<file path="src/rtl/core/alf_pkg.sv">
package alf_pkg;

    // Operation codes
    localparam logic [3:0] OP_EQ  = 4'd0;
    localparam logic [3:0] OP_NE  = 4'd1;
    localparam logic [3:0] OP_LT  = 4'd2;
    localparam logic [3:0] OP_LE  = 4'd3;
    localparam logic [3:0] OP_GT  = 4'd4;
    localparam logic [3:0] OP_GE  = 4'd5;
    localparam logic [3:0] OP_AND = 4'd6;
    localparam logic [3:0] OP_OR  = 4'd7;
    localparam logic [3:0] OP_NOT = 4'd8;
    localparam logic [3:0] OP_ADD = 4'd9;
    localparam logic [3:0] OP_SUB = 4'd10;
    localparam logic [3:0] OP_MUL = 4'd11;
    localparam logic [3:0] OP_DIV = 4'd12;

    // Operand type codes
    localparam logic [2:0] TY_BOOL = 3'd0;
    localparam logic [2:0] TY_I8   = 3'd1;
    localparam logic [2:0] TY_I16  = 3'd2;
    localparam logic [2:0] TY_I32  = 3'd3;
    localparam logic [2:0] TY_I64  = 3'd4;

    // Status codes
    localparam logic [1:0] ST_OK       = 2'd0;
    localparam logic [1:0] ST_OVERFLOW = 2'd1;
    localparam logic [1:0] ST_DIVZERO  = 2'd2;
    localparam logic [1:0] ST_NOFOLD   = 2'd3;

    localparam int DIV_STAGES = 64;

    // Partial result that travels down the pipeline with each request
    typedef struct packed {
        logic        is_mul;
        logic        is_div;
        logic        neg;
        logic [2:0]  vtype;
        logic [63:0] value;
        logic [2:0]  rtype;
        logic [1:0]  status;
    } alf_side_t;

    function automatic logic [63:0] sext_type(input logic [63:0] v, input logic [2:0] ty);
        logic [63:0] r;
        case (ty)
            TY_I8:   r = {{56{v[7]}}, v[7:0]};
            TY_I16:  r = {{48{v[15]}}, v[15:0]};
            TY_I32:  r = {{32{v[31]}}, v[31:0]};
            default: r = v;
        endcase
        return r;
    endfunction

    function automatic logic [63:0] type_min(input logic [2:0] ty);
        logic [63:0] r;
        case (ty)
            TY_I8:   r = {{57{1'b1}}, 7'b0};
            TY_I16:  r = {{49{1'b1}}, 15'b0};
            TY_I32:  r = {{33{1'b1}}, 31'b0};
            default: r = {1'b1, 63'b0};
        endcase
        return r;
    endfunction

    // True when a signed 128-bit value fits the integer type
    function automatic logic fits_type(input logic [127:0] x, input logic [2:0] ty);
        logic r;
        case (ty)
            TY_I8:   r = (x == {{120{x[7]}}, x[7:0]});
            TY_I16:  r = (x == {{112{x[15]}}, x[15:0]});
            TY_I32:  r = (x == {{96{x[31]}}, x[31:0]});
            default: r = (x == {{64{x[63]}}, x[63:0]});
        endcase
        return r;
    endfunction

endpackage

</file>
<file path="src/rtl/core/alf_front.sv">
module alf_front (
    input  logic                clk,
    input  logic                rst_n,
    input  logic                adv,
    input  logic                in_valid,
    input  logic [3:0]          op,
    input  logic [2:0]          opnd_type,
    input  logic [63:0]         left_value,
    input  logic [63:0]         right_value,
    output logic                front_valid,
    output alf_pkg::alf_side_t  front_side,
    output logic [63:0]         mag_a,
    output logic [63:0]         mag_b
);
    import alf_pkg::*;

    logic        v0_reg;
    logic [3:0]  op0_reg;
    logic [2:0]  ty0_reg;
    logic [63:0] a0_reg;
    logic [63:0] b0_reg;

    logic        v1_reg;
    alf_side_t   side1_reg;
    alf_side_t   side1_next;
    logic [63:0] ma1_reg;
    logic [63:0] mb1_reg;

    logic [64:0]  sum;
    logic [64:0]  dif;
    logic [63:0]  tmin;
    logic         ba;
    logic         bb;

    // Stage 0: capture operands sign-extended from the type width
    always_ff @(posedge clk or negedge rst_n)
    begin
        if (!rst_n)
        begin
            v0_reg <= 1'b0;
        end
        else if (adv)
        begin
            v0_reg <= in_valid;
        end
    end

    always_ff @(posedge clk)
    begin
        if (adv)
        begin
            op0_reg <= op;
            ty0_reg <= opnd_type;
            a0_reg  <= sext_type(left_value, opnd_type);
            b0_reg  <= sext_type(right_value, opnd_type);
        end
    end

    assign sum  = {a0_reg[63], a0_reg} + {b0_reg[63], b0_reg};
    assign dif  = {a0_reg[63], a0_reg} - {b0_reg[63], b0_reg};
    assign tmin = type_min(ty0_reg);
    assign ba   = (a0_reg != 64'd0);
    assign bb   = (b0_reg != 64'd0);

    // Stage 1: resolve compare, logic, add and subtract; flag multiply and divide
    always_comb
    begin
        side1_next        = '0;
        side1_next.neg    = a0_reg[63] ^ b0_reg[63];
        side1_next.vtype  = ty0_reg;
        side1_next.rtype  = ty0_reg;
        side1_next.status = ST_OK;
        case (ty0_reg)
            TY_BOOL:
            begin
                case (op0_reg)
                    OP_EQ:   side1_next.value[0] = (ba == bb);
                    OP_NE:   side1_next.value[0] = (ba != bb);
                    OP_LT:   side1_next.value[0] = !ba && bb;
                    OP_LE:   side1_next.value[0] = !ba || bb;
                    OP_GT:   side1_next.value[0] = ba && !bb;
                    OP_GE:   side1_next.value[0] = ba || !bb;
                    OP_AND:  side1_next.value[0] = ba && bb;
                    OP_OR:   side1_next.value[0] = ba || bb;
                    OP_NOT:  side1_next.value[0] = !ba;
                    default: side1_next.status   = ST_NOFOLD;
                endcase
            end
            TY_I8, TY_I16, TY_I32, TY_I64:
            begin
                case (op0_reg)
                    OP_EQ:
                    begin
                        side1_next.rtype    = TY_BOOL;
                        side1_next.value[0] = (a0_reg == b0_reg);
                    end
                    OP_NE:
                    begin
                        side1_next.rtype    = TY_BOOL;
                        side1_next.value[0] = (a0_reg != b0_reg);
                    end
                    OP_LT:
                    begin
                        side1_next.rtype    = TY_BOOL;
                        side1_next.value[0] = ($signed(a0_reg) < $signed(b0_reg));
                    end
                    OP_LE:
                    begin
                        side1_next.rtype    = TY_BOOL;
                        side1_next.value[0] = ($signed(a0_reg) <= $signed(b0_reg));
                    end
                    OP_GT:
                    begin
                        side1_next.rtype    = TY_BOOL;
                        side1_next.value[0] = ($signed(a0_reg) > $signed(b0_reg));
                    end
                    OP_GE:
                    begin
                        side1_next.rtype    = TY_BOOL;
                        side1_next.value[0] = ($signed(a0_reg) >= $signed(b0_reg));
                    end
                    OP_ADD:
                    begin
                        if (fits_type({{63{sum[64]}}, sum}, ty0_reg))
                            side1_next.value = sum[63:0];
                        else
                            side1_next.status = ST_OVERFLOW;
                    end
                    OP_SUB:
                    begin
                        if (fits_type({{63{dif[64]}}, dif}, ty0_reg))
                            side1_next.value = dif[63:0];
                        else
                            side1_next.status = ST_OVERFLOW;
                    end
                    OP_MUL:
                    begin
                        // Negative right operand with a type minimum always overflows
                        if (b0_reg[63] && (a0_reg == tmin || b0_reg == tmin))
                            side1_next.status = ST_OVERFLOW;
                        else
                            side1_next.is_mul = 1'b1;
                    end
                    OP_DIV:
                    begin
                        if (b0_reg == 64'd0)
                            side1_next.status = ST_DIVZERO;
                        else if (a0_reg == tmin && b0_reg == {64{1'b1}})
                            side1_next.status = ST_OVERFLOW;
                        else
                            side1_next.is_div = 1'b1;
                    end
                    default: side1_next.status = ST_NOFOLD;
                endcase
            end
            default:
            begin
                side1_next.rtype  = TY_BOOL;
                side1_next.status = ST_NOFOLD;
            end
        endcase
    end

    always_ff @(posedge clk or negedge rst_n)
    begin
        if (!rst_n)
        begin
            v1_reg <= 1'b0;
        end
        else if (adv)
        begin
            v1_reg <= v0_reg;
        end
    end

    always_ff @(posedge clk)
    begin
        if (adv)
        begin
            side1_reg <= side1_next;
            ma1_reg   <= a0_reg[63] ? (64'd0 - a0_reg) : a0_reg;
            mb1_reg   <= b0_reg[63] ? (64'd0 - b0_reg) : b0_reg;
        end
    end

    assign front_valid = v1_reg;
    assign front_side  = side1_reg;
    assign mag_a       = ma1_reg;
    assign mag_b       = mb1_reg;

endmodule

</file>
<file path="config.mk">
export PLATFORM = sky130hd
export DESIGN_NAME = alf_front
export DESIGN_NICKNAME = d
export VERILOG_FILES = /design/src/rtl/core/alf_pkg.sv /design/src/rtl/core/alf_front.sv
export SDC_FILE = /design/constraint.sdc
export NUM_CORES = 1
export LEC_CHECK = 0
export BUFFER_PORTS_ARGS = -buffer_cell sky130_fd_sc_hd__buf_2
export CORE_MARGIN = 2
export CORE_UTILIZATION = 60
export CTS_CLUSTER_SIZE = 14
export DETAILED_ROUTE_END_ITERATION = 12
export MAX_ROUTING_LAYER = met4
export PLACE_DENSITY = 0.91
export SLEW_MARGIN = 30
export SYNTH_ARGS = -nofsm -noshare
export SYNTH_HDL_FRONTEND = slang
export SYNTH_SLANG_ARGS = --single-unit
export TNS_END_PERCENT = 10
</file>
<file path="constraint.sdc">
create_clock -name clk -period 5.92 [get_ports clk]
set_input_delay 0.592 -clock clk [delete_from_list [all_inputs] [get_ports clk]]
set_output_delay 0.592 -clock clk [all_outputs]
set_load 0.005 [all_outputs]
</file>
==> results of run 1 <==
cells by family after synthesis:
group	count (synthesis)
simple gates	1058
compound gates	943
flops	340
buf+inv	306
xor+xnor	220
fa+ha+maj	138
mux	16
cell usage after synthesis, types with 8 or more instances:
cell,number,area share [%]
edfxtp_1,338,37
nor2_1,253,3.5
nand2_1,239,3.3
xnor2_1,213,6.9
a21oi_1,195,3.6
inv_1,157,2.2
o21ai_0,151,2.8
a21o_1,144,4.0
ha_1,135,6.2
clkbuf_1,101,1.4
nor3_1,92,1.7
nand4_1,91,2.1
o31ai_1,80,2.2
nor4_1,78,1.8
nand3_1,54,1.0
or3_1,53,1.2
nor2b_1,39,0.90
and2_1,35,0.81
buf_2,33,0.61
a211oi_1,30,0.83
a31oi_1,30,0.69
o211ai_1,29,0.80
a2bb2oi_1,27,0.87
nand2b_1,27,0.62
o21bai_1,23,0.64
or4_1,23,0.64
o22a_1,22,0.71
o41ai_1,19,0.61
or2_2,15,0.35
a21boi_0,14,0.39
o22ai_1,14,0.32
o2111ai_1,12,0.39
a22oi_1,11,0.30
and3_1,11,0.25
o21a_1,11,0.30
a31o_2,10,0.32
and4_1,9,0.29
mux2i_1,9,0.33
a311oi_1,8,0.26
nand3b_1,8,0.22
nor3b_1,8,0.22
through the flow:
step                utilization (%)  worst slack, ns
CTS                            76.7           0.0159
detailed placement             74.0            0.132
global placement               74.0            0.241
floorplan                         -            0.873
per-layer routing:
metal / GRT overflow / track usage, %
met3: 3 / 52.8
met1: 1 / 74.9
met5: - / -
met4: 7 / 60.9
met2: 10 / 87.8
==> results summary, run 1 <==
A synthesized cell averages 8.98 sq um. The adder and majority cell fraction of the synthesized area is 6.41%. It got as far as global routing (5_1_grt) and failed there. Measured along the y axis, the die boundary spans 217 microns. The floorplan row count is 77.

After the last repair the worst path ends at a register input. The number of antenna violations at the first check in global routing is 27. The share of the yosys chip area belonging to registers is 37.6%. The die span in x is 217 microns.

The starting density of the core came out at around three fifths. The clock sink count came out at 340. The placed wire-length estimate after detailed placement came out at 103000 microns. The multiplexer share of the synthesized area is less than 1%. The xor/xnor cell area share of the yosys netlist came out at 7.10%. Summing the areas of all compound-gate instances in the mapped netlist gives 24.1% of the synthesized area.

Port buffering added 342 buffers. The post-synthesis sequential element count is 340. The placer congestion estimate came out at 1.10. The number of levels in the clock H-tree is 2. The most used flip-flop cell after synthesis is edfxtp_1. The total placed instance area came out at between 0.03 and 0.04 sq mm. The maximum number of pins on one net before global-route repair is 152. The total overflow left after global routing is 21.

The run stopped with a tool error. The number of warning messages in the yosys log came out at 0. The number of instances in the placed design is roughly 4300. The number of clock buffers added by TritonCTS is 37. After synthesis the cells add up to approximately 0.027 sq mm. The synthesized net count came out at 3297. The number of setup buffers added after CTS is 0.

The number of instances in the synthesized netlist came out at 3021. The count of cell types in the netlist is 103. The hold buffer count at cts is 1.

The number of synthesized flops with an enable pin is ~340. The root buffer cell is clkbuf_16. The tool reported: "[ERROR GRT-0232] Routing congestion too high. Check the congestion heatmap in the GUI". The fraction of the mapped netlist area in simple logic gates is 19.7%. The number of gates resized after CTS was 0.

The number of primary I/O pins is 343. For this run, the total global-route usage over all layers was measured as between 70% and 80%. The fraction of registers with async set/reset is 0.588%. The worst-path endpoint after global-route repair_timing is front_side[15]$_SDFFCE_PP0P_/D. Counting along the longest clock path gives a buffer depth of 3.

The dominant combinational cell family by area after synthesis is compound AO/OA/AOI/OAI gates.
==> run 2: changes to the inputs <==
--- a/config.mk
+++ b/config.mk
@@ -7,11 +7,9 @@
 export LEC_CHECK = 0
 export BUFFER_PORTS_ARGS = -buffer_cell sky130_fd_sc_hd__buf_2
 export CORE_MARGIN = 2
-export CORE_UTILIZATION = 60
-export CTS_CLUSTER_SIZE = 14
+export CORE_UTILIZATION = 40
 export DETAILED_ROUTE_END_ITERATION = 12
-export MAX_ROUTING_LAYER = met4
-export PLACE_DENSITY = 0.91
+export PLACE_DENSITY_LB_ADDON = 0.15
 export SLEW_MARGIN = 30
 export SYNTH_ARGS = -nofsm -noshare
 export SYNTH_HDL_FRONTEND = slang
==> run 2 against run 1 <==
Net effect:
- the run now ends clean
- synthesized cell count did not move
- synthesized area did not move
==> results summary, run 2 <==
Outcome: finished clean (was aborted with a tool error). The final sum of negative setup slack is 0 ns. The number of antenna violations at the first check in global routing is 7. The via-per-instance ratio came out at a little over 6.

The placer congestion estimate is 1.05 (was 1.10). TritonCTS built the clock tree. In the final layout, the share of cells above drive strength 1 is 32.0%. The latest clock arrival within the worst-skew pair is a little over 0.6 ns. The number of flip-flops in the largest register is 75. After layout, the worst path uses 98.9% of the clock period. The slowest stage cell on the critical path is xnor2_1. The fraction of registers with async set/reset came out at 0.588% (unchanged). The final layout net count is 4324. Net switching is 40.8% of the power. The clock sink count is 340 (unchanged). Internal power comes to about 7 mW. After detailed routing, no signal wire sits above met5. The proportion of netlist area held by the largest area contributor came out at 37.4% (unchanged).

The count of cell types in the netlist came out at 103 (unchanged). The switching power of the nets is around 4.8 mW. Data on the critical path arrives at its endpoint at 6.30 ns.

The all-layer global routing usage came out at 37.6%. The largest voltage drop on the vdd net is 0.000223 V. The leakage power is about 16 nW. The number of levels in the clock H-tree is 2 (unchanged). The headroom to the max-slew limit is 29.6%.

STA classifies the critical path endpoint as a register. The achievable clock frequency is 0.171 GHz. The clock arrives with 0.0406 ns of skew.

The max-slew violation count is 0. In the routed design, unresolved DRC markers number 0. The worst path buffer plus inverter count came out at 5. The number of buffers between clock root and the deepest sink came out at 3 (unchanged). The highest fanout seen on the critical path is 22.

Commonest cells in the synthesized netlist: edfxtp_1, nor2_1, nand2_1, xnor2_1, a21oi_1 (unchanged). The root buffer cell is clkbuf_16 (unchanged). The worst hold path belongs to the class in -> reg.

Leading post-synthesis cells by cell area: edfxtp_1, xnor2_1, ha_1, a21o_1, a21oi_1 (unchanged). The signal on the critical path passes through buf_6 -> ha_2 -> inv_1 -> fa_2 -> o21ba_2 -> or4_4 -> a21oi_2 -> o2111ai_2 -> nand2_1 -> and2_1 -> o22ai_1 -> xnor2_1 -> nor2b_1 -> nor4bb_4 -> o2111ai_2 -> a211oi_4 -> nor3_4 -> buf_6 -> buf_12 -> buf_4 -> o32a_1 -> a21oi_2. The most used flip-flop cell after synthesis is edfxtp_1 (unchanged).

The post-synthesis sequential element count is 340 (unchanged). Summing all non-filler instances in the final layout gives an area of between 0.03 and 0.04 sq mm. For the finished layout, the period the worst path requires is about 5.9 ns.

The average cell area after synthesis came to 8.98 sq um (unchanged). The die span in x came out at 264 microns (was 217 microns). The via count of the first global-routing pass is 28451. The total setup violations reported at the end of the flow came out at 0. Entering global routing, the biggest net connects roughly 150 pins. The clock buffer count from CTS is 41 (was 37). Dividing the detail-routed wire length by the instance count gives 27.3 microns. The sum of routed wire length over all layers came out at 135000 microns. The share of the yosys chip area belonging to registers is 37.6% (unchanged). The power density over the cells came out at between 300 and 400 mW/mm^2. The most frequent cell after synthesis is edfxtp_1 (unchanged). The hold violation total from the final report came to 0. The netlist area before placement came out at 0.0271 sq mm (unchanged). Leaving out fill and tap cells, the most frequent cells in the layout are buf_4, buf_2, edfxtp_1, nor2_1, nand2_1. The number of instances in the placed design is 4866 (was 4299). The cell taking the most area after synthesis is edfxtp_1 (unchanged). Max-cap violations in this run came to 0. The number of synthesized flops with an enable pin is 338 (unchanged).

The overall via count from detail_route is 30379. The synthesized net count came out at 3297 (unchanged). The starting density of the core came out at 40.4% (was 61.1%).

The core area came out at about 0.067 sq mm. The final antenna-violating net count came out at 0. The floorplan row count is 95 (was 77). In the final layout, the multi-input gates occupy 0.0161 sq mm.

The die covers 0.0699 sq mm. The count of input and output buffers came to 342 (unchanged). The cell class contributing the biggest share of worst-path delay is compound AO/OA/AOI/OAI gates. For this block, the initial DRC count from the detailed router was 3750.

The overflow left after global routing is 0. Of the total power, the clock network draws 22.5%. The number of instances in the synthesized netlist came to 3021 (unchanged).

The final core utilization came out at between 50% and 60%. The part of the total power dissipated in combinational logic came out at 50.9%. Registers are responsible for approximately a quarter of the overall power. The placed wire-length estimate after detailed placement is 113000 microns (was 103000 microns). The startpoint type of the worst setup path is a register.

The sequential standard cell area is 0.0102 sq mm. The global-route wire length before repair came out at slightly below 200000 microns. The largest stage delay on the critical path came out at 0.60 ns. The layout has 6208 filler cells. The die outline height is 264 microns (was 217 microns). The met1 wire length came out at roughly 60000 microns. The number of primary I/O pins is 343 (unchanged). The number of warning messages in the yosys log came out at 0 (unchanged). Summed over all nets, wire length on met3 after detailed routing comes to 14200 microns. At the pin with the least slew margin, the transition time is 1.05 ns. The area added between synthesis and finish came out at 37.1%.

The number of detailed-route iterations in the first pass is 6. The amount of wire on met2 after detailed routing came out at 55600 microns. The number of non-filler instances in the completed layout is ~5000. The required time at the endpoint of the critical path came out at 6.37 ns.

The most frequent standard cell in the layout excluding fill and tap cells is buf_4. The startpoint-to-endpoint class of the critical path is reg -> reg. The total placed instance area came out at 0.0354 sq mm (was 0.0329 sq mm). The clock-pin slew on the worst setup and hold paths is roughly 0.060 ns.
==> run 2: cell counts after synthesis <==
No cell type changed its count.
==> run 2: area by class of cell <==
type	instances	share of cell area, %
diodes	6	0.0404
clock buffers	47	2.82
clock inverters	28	0.898
inverters	162	1.64
multi-input cells	2375	43.3
flip-flops and latches	340	27.4
well taps	873	2.94
repair buffers	1128	21.0
==> run 2: through the flow <==
step           power [mW]  hold WS (ns)  setup WS, ns
6_report             11.7         0.161        0.0670
5_1_grt              12.1         0.154       -0.0388
4_1_cts              11.5         0.133       -0.0138
3_5_place_dp         8.82         0.383        -0.246
3_3_place_gp         8.81         0.377        -0.115
2_1_floorplan        5.66         0.296         0.873
==> run 2: power groups by stage <==
stage / clock network [mW] / logic [mW] / registers (mW)
2_1_floorplan: 0 / 2.48 / 3.19
3_3_place_gp: 0 / 5.66 / 3.15
3_5_place_dp: 0 / 5.66 / 3.16
4_1_cts: 2.67 / 5.71 / 3.11
5_1_grt: 2.75 / 6.26 / 3.13
6_report: 2.64 / 5.98 / 3.12
==> run 2: final timing paths <==
| check | startpoint | endpoint | slack (ns) | cells after the start |
|---|---|---|---|---|
| max | a0_reg[0] | front_side[9] | 0.07 | 22 |
| min | right_value[5] | b0_reg[5] | 0.16 | 1 |
| max reg2reg | a0_reg[0] | front_side[9] | 0.07 | 22 |
| min reg2reg | front_valid | front_valid | 0.51 | 1 |
| max in group asynchronous | rst_n | v0_reg | 5.48 | 2 |
| min in group asynchronous | rst_n | front_valid | 0.34 | 2 |
==> run 2: per-layer routing <==
metal  up-vias  global-route usage [%]
met5         -                       0
met4         2                    11.9
met2      1762                    53.9
li1      13495                       -
met1     14890                    56.1
met3       230                    7.68
==> run 2: logic make-up after synthesis <==
family,after synthesis,synth area share (%)
and+or+nand+nor,1058,19.7
AOI/OAI and AO/OA,943,24.1
DFF,340,37.6
buffers and inverters,306,4.42
xor gates and xnor gates,220,7.10
adders and majority gates,138,6.41
muxes,16,0.623
==> run 2: repair_timing <==
action / CTS / global route
pin swaps: 1 / 24
endpoints found under the hold margin: 2 / 0
endpoints found under the setup margin: 28 / 64
resized for setup: 10 / 57
hold buffers: 1 / 0
setup buffers: 0 / 12
==> run 2: worst reg2reg max path: stages, from the launching register on <==
cell	delay [ns]
edfxtp_1	0.37
buf_6	0.12
ha_2	0.18
inv_1	0.07
fa_2	0.39
o21ba_2	0.23
or4_4	0.53
a21oi_2	0.21
o2111ai_2	0.21
nand2_1	0.22
and2_1	0.23
o22ai_1	0.15
xnor2_1	0.60
nor2b_1	0.27
nor4bb_4	0.40
o2111ai_2	0.20
a211oi_4	0.30
nor3_4	0.08
buf_6	0.19
buf_12	0.15
buf_4	0.14
o32a_1	0.33
a21oi_2	0.13
(Power assumes the default switching activity.)
